`config.mk`:
```
export PLATFORM = sky130hd
export DESIGN_NAME = ordered_char_list_engine
export DESIGN_NICKNAME = d
export VERILOG_FILES = /design/src/design/ocl_pkg.sv /design/src/design/ocl_ram.sv /design/src/design/ordered_char_list_engine.sv
export SDC_FILE = /design/constraint.sdc
export NUM_CORES = 1
export LEC_CHECK = 0
export BUFFER_PORTS_ARGS = -buffer_cell sky130_fd_sc_hd__buf_2
export CAP_MARGIN = 25
export CORE_ASPECT_RATIO = 1.5
export CORE_UTILIZATION = 35
export CTS_CLUSTER_SIZE = 12
export DETAILED_ROUTE_END_ITERATION = 7
export GPL_ROUTABILITY_DRIVEN = 0
export HOLD_SLACK_MARGIN = 0.02
export PLACE_DENSITY = 0.58
export SYNTH_ARGS = -nofsm -noshare
export SYNTH_HDL_FRONTEND = slang
export SYNTH_SLANG_ARGS = --single-unit
```
`constraint.sdc`:
```
create_clock -name clk -period 4.35 [get_ports clk]
set_input_delay 0.2175 -clock clk [delete_from_list [all_inputs] [get_ports clk]]
set_output_delay 0.2175 -clock clk [all_outputs]
set_load 0.02 [all_outputs]
```
`src/design/ocl_pkg.sv`:
```
// Shared types and constants for the ordered character list engine.
// No dependencies; imported by ocl_ram and ordered_char_list_engine.
package ocl_pkg;

  localparam int CHAR_W = 8;
  localparam int LEN_W  = 6;
  localparam int STAT_W = 2;
  localparam int POS_W  = 8;

  typedef enum logic [1:0] {
    OP_APPEND = 2'd0,
    OP_INSERT = 2'd1,
    OP_REMOVE = 2'd2,
    OP_DUMP   = 2'd3
  } op_t;

  localparam logic [STAT_W-1:0] ST_OK    = 2'd0;
  localparam logic [STAT_W-1:0] ST_FULL  = 2'd1;
  localparam logic [STAT_W-1:0] ST_RANGE = 2'd2;

  typedef struct packed {
    logic [STAT_W-1:0] status;
    logic [LEN_W-1:0]  length;
    logic [LEN_W-1:0]  removed_count;
    logic [CHAR_W-1:0] list_char;
    logic              item_valid;
    logic              last;
  } res_t;

  function automatic res_t make_res(logic [STAT_W-1:0] status, logic [LEN_W-1:0] length,
                                    logic [LEN_W-1:0] removed, logic [CHAR_W-1:0] ch,
                                    logic valid, logic last);
    res_t r;
    r.status        = status;
    r.length        = length;
    r.removed_count = removed;
    r.list_char     = ch;
    r.item_valid    = valid;
    r.last          = last;
    return r;
  endfunction

endpackage

```
`src/design/ocl_ram.sv`:
```
// Character store: one write port, one read port, registered read data.
// Depends on ocl_pkg for the character width.
module ocl_ram #(
  parameter int DEPTH = 32,
  localparam int AW = (DEPTH > 1) ? $clog2(DEPTH) : 1
) (
  input  logic                      clk,
  input  logic                      we,
  input  logic [AW-1:0]             waddr,
  input  logic [ocl_pkg::CHAR_W-1:0] wdata,
  input  logic                      re,
  input  logic [AW-1:0]             raddr,
  output logic [ocl_pkg::CHAR_W-1:0] rdata
);
  import ocl_pkg::*;

  logic [CHAR_W-1:0] mem [DEPTH];

  // write port
  always_ff @(posedge clk) begin
    if (we) begin
      mem[waddr] <= wdata;
    end
  end

  // read port, registered read data, updated while re is high
  always_ff @(posedge clk) begin
    if (re) begin
      rdata <= mem[raddr];
    end
  end

endmodule

```
`src/design/ordered_char_list_engine.sv`:
```
// Ordered character list engine: sequencer around a single character RAM.
// Depends on ocl_pkg and ocl_ram.
//
//  channel   handshake             fields
//  command   start / busy          op, value_char, position
//  result    result_valid strobe   status, length, removed_count, list_char,
//                                  item_valid, last
//
// Append, insert at the end, any dropped command and a dump of an empty list:
// result in the cycle after the command beat.
// Insert at position p below the length n: one RAM read and one write-back per
// moved character. Remove: one scan of the RAM read port. Dump: n results on
// consecutive cycles.
// busy falls at the edge that raises the final result strobe.
// Reset clears the length; RAM contents are undefined and never read unwritten.
// Results cannot be stalled: each strobe lasts exactly one cycle.
module ordered_char_list_engine #(
  parameter int CAPACITY = 32
) (
  input  logic                       clk,
  input  logic                       rst,
  input  logic                       start,
  output logic                       busy,
  input  logic [1:0]                 op,
  input  logic [ocl_pkg::CHAR_W-1:0] value_char,
  input  logic [ocl_pkg::POS_W-1:0]  position,
  output logic                       result_valid,
  output logic [ocl_pkg::STAT_W-1:0] status,
  output logic [ocl_pkg::LEN_W-1:0]  length,
  output logic [ocl_pkg::LEN_W-1:0]  removed_count,
  output logic [ocl_pkg::CHAR_W-1:0] list_char,
  output logic                       item_valid,
  output logic                       last
);
  import ocl_pkg::*;

  localparam int AW = (CAPACITY > 1) ? $clog2(CAPACITY) : 1;
  localparam int CW = $clog2(CAPACITY + 1);
  localparam logic [CW-1:0] CAP = CW'(CAPACITY);

  typedef enum logic [1:0] {S_IDLE, S_INS, S_REM, S_DUMP} state_t;

  state_t            state;
  logic [CW-1:0]     count;
  logic [CW-1:0]     idx;
  logic [CW-1:0]     kept;
  logic [AW-1:0]     pos_r;
  logic [CHAR_W-1:0] ch_r;
  logic              pend;
  logic [AW-1:0]     pend_a;
  res_t              res;

  logic              full;
  logic              more;
  logic              rd_en;
  logic [AW-1:0]     raddr;
  logic              we;
  logic [AW-1:0]     waddr;
  logic [CHAR_W-1:0] wdata;
  logic [CHAR_W-1:0] rdata;

  ocl_ram #(.DEPTH(CAPACITY)) u_ram (
    .clk   (clk),
    .we    (we),
    .waddr (waddr),
    .wdata (wdata),
    .re    (rd_en),
    .raddr (raddr),
    .rdata (rdata)
  );

  assign busy = (state != S_IDLE);
  assign full = (count == CAP);

  // drive RAM ports from the sequencer state
  always_comb begin
    more  = 1'b0;
    rd_en = 1'b0;
    raddr = '0;
    we    = 1'b0;
    waddr = '0;
    wdata = value_char;
    case (state)
      S_IDLE: begin
        if (start && !full) begin
          if (op_t'(op) == OP_APPEND ||
              (op_t'(op) == OP_INSERT && position == POS_W'(count))) begin
            we    = 1'b1;
            waddr = AW'(count);
          end
        end
      end
      S_INS: begin
        more  = (idx != CW'(pos_r));
        rd_en = more;
        raddr = AW'(idx - 1'b1);
        if (pend) begin
          we    = 1'b1;
          waddr = AW'(pend_a + 1'b1);
          wdata = rdata;
        end else if (!more) begin
          we    = 1'b1;
          waddr = pos_r;
          wdata = ch_r;
        end
      end
      S_REM: begin
        more  = (idx != count);
        rd_en = more;
        raddr = AW'(idx);
        if (pend && rdata != ch_r) begin
          we    = 1'b1;
          waddr = AW'(kept);
          wdata = rdata;
        end
      end
      S_DUMP: begin
        more  = (idx != count);
        rd_en = more;
        raddr = AW'(idx);
      end
      default: begin
        more = 1'b0;
      end
    endcase
  end

  // sequencer, list length and registered result
  always_ff @(posedge clk) begin
    if (rst) begin
      state        <= S_IDLE;
      count        <= '0;
      pend         <= 1'b0;
      result_valid <= 1'b0;
    end else begin
      result_valid <= 1'b0;
      pend         <= rd_en;
      pend_a       <= raddr;
      case (state)
        S_IDLE: begin
          if (start) begin
            ch_r <= value_char;
            kept <= '0;
            case (op_t'(op))
              OP_APPEND: begin
                result_valid <= 1'b1;
                if (full) begin
                  res <= make_res(ST_FULL, LEN_W'(count), '0, '0, 1'b0, 1'b1);
                end else begin
                  count <= count + 1'b1;
                  res   <= make_res(ST_OK, LEN_W'(count + 1'b1), '0, '0, 1'b0, 1'b1);
                end
              end
              OP_INSERT: begin
                if (full) begin
                  result_valid <= 1'b1;
                  res <= make_res(ST_FULL, LEN_W'(count), '0, '0, 1'b0, 1'b1);
                end else if (position > POS_W'(count)) begin
                  result_valid <= 1'b1;
                  res <= make_res(ST_RANGE, LEN_W'(count), '0, '0, 1'b0, 1'b1);
                end else if (position == POS_W'(count)) begin
                  result_valid <= 1'b1;
                  count <= count + 1'b1;
                  res   <= make_res(ST_OK, LEN_W'(count + 1'b1), '0, '0, 1'b0, 1'b1);
                end else begin
                  state <= S_INS;
                  idx   <= count;
                  pos_r <= AW'(position);
                end
              end
              OP_REMOVE: begin
                state <= S_REM;
                idx   <= '0;
              end
              OP_DUMP: begin
                if (count == '0) begin
                  result_valid <= 1'b1;
                  res <= make_res(ST_OK, '0, '0, '0, 1'b0, 1'b1);
                end else begin
                  state <= S_DUMP;
                  idx   <= '0;
                end
              end
              default: begin
                state <= S_IDLE;
              end
            endcase
          end
        end
        // shift characters up by one, top first, then drop the new one in
        S_INS: begin
          if (more) begin
            idx <= idx - 1'b1;
          end else if (!pend) begin
            count        <= count + 1'b1;
            result_valid <= 1'b1;
            res   <= make_res(ST_OK, LEN_W'(count + 1'b1), '0, '0, 1'b0, 1'b1);
            state <= S_IDLE;
          end
        end
        // compact the kept characters towards the bottom
        S_REM: begin
          if (more) begin
            idx <= idx + 1'b1;
          end
          if (pend && rdata != ch_r) begin
            kept <= kept + 1'b1;
          end
          if (!more && !pend) begin
            count        <= kept;
            result_valid <= 1'b1;
            res   <= make_res(ST_OK, LEN_W'(kept), LEN_W'(count - kept), '0, 1'b0, 1'b1);
            state <= S_IDLE;
          end
        end
        // emit one character beat per cycle as the reads return
        S_DUMP: begin
          if (more) begin
            idx <= idx + 1'b1;
          end
          if (pend) begin
            result_valid <= 1'b1;
            res <= make_res(ST_OK, LEN_W'(count), '0, rdata, 1'b1,
                            pend_a == AW'(count - 1'b1));
            if (pend_a == AW'(count - 1'b1)) begin
              state <= S_IDLE;
            end
          end
        end
        default: begin
          state <= S_IDLE;
        end
      endcase
    end
  end

  assign status        = res.status;
  assign length        = res.length;
  assign removed_count = res.removed_count;
  assign list_char     = res.list_char;
  assign item_valid    = res.item_valid;
  assign last          = res.last;

  // the list never grows past its capacity
  a_count_bound: assert property (@(posedge clk) disable iff (rst) count <= CAP)
    else $error("list length exceeds capacity");

  // only dump character beats may be followed by more beats of the same command
  a_not_last_is_item: assert property (@(posedge clk) disable iff (rst)
    result_valid && !last |-> item_valid)
    else $error("non-final result beat without a character");

  // an append to a full list is dropped with the full status
  a_full_append: assert property (@(posedge clk) disable iff (rst)
    start && !busy && op == OP_APPEND && full |=> result_valid && status == ST_FULL)
    else $error("append to full list not flagged");

  // a pending read only exists while a command is in progress
  a_pend_busy: assert property (@(posedge clk) disable iff (rst) pend |-> busy)
    else $error("read return outside a command");

endmodule

```
Word-level counts from Yosys, hierarchy flattened

Memories as Yosys holds them, arrays and structs flattened. A register that Yosys moved wholly into a read port is not among the register bits.
Cells that the tools add are included.

Multipliers: 0
Bitwise logic cells: 4
Equality and inequality tests: 32
Order comparisons: 1
Reduce and logical (&&, ||, !) cells: 22
Muxes and demuxes: 77
Shift-type cells: 0
Add/subtract/negate cells: 7
Divide/modulo/power cells: 0

Operators by type and width:

| operator            | count |
|---|---|
| $mux 24             | 9 |
| $mux 6              | 17 |
| $pmux 24 s4         | 1 |
| $pmux 24 s3         | 1 |
| $pmux 6 s3          | 3 |
| $mux 5              | 5 |
| $mux 8              | 3 |
| $ne 3x3->1 const B  | 8 |
| $pmux 6 s2          | 2 |
| $mux 23             | 1 |
| $mux 2              | 10 |
| $add 6x1->6 const B | 3 |
| $reduce_and 9->1    | 2 |
| $mux 1              | 16 |
| $ne 2x2->1 const B  | 8 |
| $pmux 8 s2          | 1 |
| $pmux 5 s3          | 1 |
| $reduce_and 11->1   | 1 |
| $pmux 5 s2          | 1 |
| $reduce_and 10->1   | 1 |
| $eq 2x2->1 const B  | 4 |
| $eq 8x6->1          | 1 |
| $gt 8x6->1          | 1 |
| $ne 8x8->1          | 1 |
| other kinds (30)    | 42 |

Output and inout port bits: 26
Bits in registers: 64
RAM bits: 256
Bits of input ports: 21
Logic and storage cells: 159
Memories kept: 1
Memory bits (read-only): 0
Bits in latches: 0

Memory list:

| memory    | depth | bits a word | read ports | clocked after Yosys merged registers in | wr ports | RTL line      | text |
|---|---|---|---|---|---|---|---|
| u_ram.mem | 32    | 8           | 1          | 1                                       | 1        | ocl_ram.sv:17 | `logic [CHAR_W-1:0] mem [DEPTH];` |

Longest topological paths before layout

Depth after elaboration: 8
Mapped depth: 13
Depth with buffers taken out: 9

By module

From an unflattened synthesis, not the netlist that was laid out.

Cells, all modules: 891
Area total of the unflattened synthesis: 14,692.8 µm²

By module, submodules not included:

| module                   | seq. area each (µm²) | times used | cells an instance | area an instance (µm²) |
|---|---|---|---|---|
| ocl_ram                  | 7,927.6              | 1          | 417               | 10,133.5 |
| ordered_char_list_engine | 1,821.7              | 1          | 474               | 4,559.4 |

Worst setup path after synthesis

Ideal clock, no wire load.

Kind: flip-flop to flip-flop
Start point: reg count[0]
End point: mem u_ram.mem[4][0] (enable)
Arrival: 3,395 ps
Period minus slack after synthesis: 3,793 ps
Data required time: 3,952 ps
Stages on the path, launching flop included: 11
Path buffers: 2
Setup time: 398 ps
Setup slack: 557 ps
Path through: dfxtp_1 buf_1 inv_1 ha_1 nor4b_2 a211oi_1 and2_1 a221o_1 and2_1 clkbuf_1 nor4b_1

Longest elaborated chain between the ends: 8
Elaborated cells between the ends (all ways): 14
Those cells by class: eq/ne (2); mux (8); reduce/logical (4)

Ends and longest elaborated chain:

| what                         | RTL line                        | text |
|---|---|---|
| from (decl)                  | ordered_char_list_engine.sv:44  | `logic [CW-1:0] count;` |
| from (signal assigned)       | ordered_char_list_engine.sv:150 | `count <= count + 1'b1;` |
| from (signal assigned)       | ordered_char_list_engine.sv:163 | `count <= count + 1'b1;` |
| from (signal assigned)       | ordered_char_list_engine.sv:195 | `count <= count + 1'b1;` |
| $eq 8x6->1                   | ordered_char_list_engine.sv:87  | `(op_t'(op) == OP_INSERT && position == POS_W'(count))) begin` |
| $logic_and 1x1->1            | ordered_char_list_engine.sv:87  |  |
| $logic_or 1x1->1             | ordered_char_list_engine.sv:86  | `if (op_t'(op) == OP_APPEND \|\|` |
| $mux 1                       | ordered_char_list_engine.sv:86  |  |
| $mux 1                       | ordered_char_list_engine.sv:85  | `if (start && !full) begin` |
| $pmux 1 s3                   | ordered_char_list_engine.sv:83  | `case (state)` |
| $mux 1                       | ocl_ram.sv:21                   | `if (we) begin` |
| $mux 1 (implied by the code) | ocl_ram.sv:22                   | `mem[waddr] <= wdata;` |
| to (decl)                    | ocl_ram.sv:17                   |  |

Parallel ways exist; a longest one is shown, timed or not.

Worst setup path after layout

Start point: reg count[0]
End point: mem u_ram.mem[22][7] (enable)

The elaborated chain is that of the path after synthesis.

==> metrics.md <==
| Metric | Value |
|---|---|
| Clk Latency, worst-skew pair | 540 ps |
| CP Launch Type | flop |
| Sink Count | 328 |
| Worst VDD drop | 0.000240 V |
| P_leak | 5.78 nW |
| Starting density of the core | 35.5% |
| PwrDens | 501 nW/um2 |
| CP Max Fanout | 8 |
| Register area share after synthesis | 65.2% |
| Tcrit/Tclk final | 86.2% |
| Synth Flop Type | edfxtp_1 |
| Design Power | 8.65 mW |
| Die X | 171 um |
| DR iter-0 viols | 764 |
| Unrepaired setup endpoints after global routing | false |
| Reg-to-reg startpoint | count[0] |
| # rows | 92 |
| Inserted Clock Buffers | 34 |
| Post-synth net total | 1060 |
| Fin. Hold Viols | 0 |
| Vias | 9337 |
| Area growth syn-to-layout | 15.5% |
| Core box area | 42100 um2 |
| Clock skew | 20.8 ps |
| Routed met3 length | 1580 um |
| Status | finished clean |
| Initial antenna violation count | 0 |
| R2R Setup Slk | 600 ps |
| Setup crit start | count[0] |
| Worst-path clk slew | 60 ps |
| Final core occ | 41.0% |
| Hold Path Class | in2reg |
| Post-DRT Antenna Nets | 0 |
| Max-slew violations | 0 |
| CTS HTree Levels | 2 |
| Setup_tns | 0 ps |
| M1 WL | 14800 um |
| Clock buffer depth | 3 |
| Max-cap violations | 0 |
| Cell with the most instances after synthesis | edfxtp_1 |
| Number of synthesized register bits | 328 |
| Root Driver | clkbuf_16 |
| Mapped Cells | 1013 |
| Yosys top cell area share | 63.9% |
| HPWL after DPL | 28100 um |
| Total Nets Final | 1158 |
| Non-filler cells, final | 1690 |
| Finish-stage setup viols | 0 |
| Vias per cell | 5.52 |
| Max_slew headroom | 37.1% |
| First-pass GRT wire length | 59300 um |
| Asr flop ratio synth | 0% |
| F_max | 0.267 GHz |
| Library cells used by synthesis | 81 |
| Syn Area/Cell | 14.8 um2 |
| Critical Path RT | 4500 ps |
| Port Buffers | 46 |
| Crit end category | flop |
| DR top layer | met4 |
| GRT overflow | 0 |
| Fillers | 3912 |
| Ys Warns | 0 |
| Routed wire length | 40300 um |
| Die Y | 255 um |
| Full die area | 43600 um2 |
| Synth top area cells | edfxtp_1 64%, mux4_2 5.0%, mux4_1 2.6% |
| Synth area leader | edfxtp_1 |
| Io pins | 47 |
| DRC viols | 0 |
| Worst-Margin Slew | 940 ps |
| DR pass1 iterations | 8 |
| PostCTS Resize Cnt | 0 |
| Data arrival, critical path | 3900 ps |
| DR WL met2 | 21800 um |
| Top cells by count, synth | 318 x edfxtp_1, 96 x nor2_1, 60 x nand2_1 |
| Mapped Area | 15000 um2 |
| Worst Min Path Start | rst |
| # diodes | 0 |
| Fraction of layout cells with a size suffix above 1 | 18.4% |
| Crit Path Class | reg2reg |
| Number of synthesized flops with an enable pin | 318 |
| GRT Total Usage | 18.9% |
| Wire per inst | 23.9 um |
| CTS tree | yes |
| Vias in the first global route | 9313 |
| Pin count of the biggest net entering global routing | 50 |
| Placed cell count | 1622 |
| Fin crit period | 3750 ps |
==> metal layers <==
layer  GRT usage (%)  vias to the layer above
met5               0                        -
met1            20.4                     4757
met4            10.2                        0
met2            35.3                      284
li1                -                     4196
met3            2.51                      100
==> repair_timing <==
| item | CTS | global route |
|---|---|---|
| hold buffers | 13 | 0 |
| hold endpoints to repair | 13 | 0 |
| buffers inserted | 0 | 0 |
==> cell families (layout without fill, tap and decap cells) <==
family          count (synthesis)  count (layout)  synth area share (%)
buf+inv                        88             201                  2.54
fa+ha+maj                      26              26                  2.23
compound gates                188             188                  9.56
xor+xnor                       42              42                  2.46
flops                         328             328                  65.2
simple gates                  269             269                  8.74
mux                            72              72                  9.28
==> power by group <==
| part | switching (mW) | internal, mW | total, mW |
|---|---|---|---|
| Combinational | 1.34 | 0.745 | 2.09 |
| Sequential | 0.0914 | 3.83 | 3.92 |
| Clock | 1.19 | 1.45 | 2.63 |
==> metrics by stage <==
stage / hold slack (ps) / worst slack, ps / area (um2)
final: 87.1 / 600 / 17300
after global routing: 96.4 / 430 / 17300
after CTS: 67.8 / 592 / 17200
after detailed placement: 416 / 663 / 16100
after global placement: 415 / 689 / 16100
after floorplan: 316 / 557 / 15000
==> placed cells by master (no fill, tap or decap), drive strengths merged, types with 5 or more instances in the layout <==
| cell | Yosys | routed |
|---|---|---|
| a21boi | 5 | 5 |
| a21o | 12 | 12 |
| a21oi | 25 | 25 |
| a222oi | 8 | 8 |
| a22o | 9 | 9 |
| a31oi | 5 | 5 |
| a32oi | 8 | 8 |
| and2 | 9 | 9 |
| and3 | 14 | 14 |
| buf | 24 | 107 |
| clkbuf | 34 | 43 |
| clkinv | 1 | 7 |
| dfxtp | 10 | 10 |
| dlygate4sd3 | 0 | 13 |
| edfxtp | 318 | 318 |
| ha | 25 | 25 |
| inv | 29 | 31 |
| mux2 | 8 | 8 |
| mux2i | 16 | 16 |
| mux4 | 48 | 48 |
| nand2 | 60 | 60 |
| nand3 | 30 | 30 |
| nand4 | 8 | 8 |
| nor2 | 96 | 96 |
| nor3 | 8 | 8 |
| nor4 | 10 | 10 |
| nor4b | 6 | 6 |
| o2111ai | 9 | 9 |
| o211ai | 10 | 10 |
| o21a | 5 | 5 |
| o21ai | 25 | 25 |
| o31ai | 8 | 8 |
| or3 | 5 | 5 |
| xnor2 | 25 | 25 |
| xor2 | 17 | 17 |
==> path summary, 6_finish.rpt <==
check / cells after the start / end
setup / recovery: 9 / u_ram.mem[22][7]
hold / removal: 2 / pend
setup reg to reg: 9 / u_ram.mem[22][7]
hold reg to reg: 2 / kept[2]
==> final cells by class <==
type | instances | area, um2 | share of cell area (%)
clock buffer | 43 | 885 | 5.12
sequential | 328 | 9750 | 56.5
clock inverter | 8 | 83.8 | 0.485
multi-input combinational | 597 | 4870 | 28.2
timing repair buffer | 120 | 866 | 5.01
tap | 564 | 706 | 4.09
inverter | 30 | 113 | 0.652
==> critical path: stages, from the launching register on <==
cell	delay, ps
dfxtp_1	310
inv_1	180
ha_1	300
nor4b_2	410
a211oi_1	250
and2_1	250
a221oi_1	730
nand2_1	140
buf_4	230
nor2_1	570
==> registers in the layout (all words and copies together), names as in the netlist, 5 cells and up <==
signal and count:
ch_r 8, count 6, idx 6, kept 6
length 6, list_char 8, pend_a 5, pos_r 5
removed_count 6, u_ram.mem 256, u_ram.rdata 8
Power figures use the tool's default switching activity.
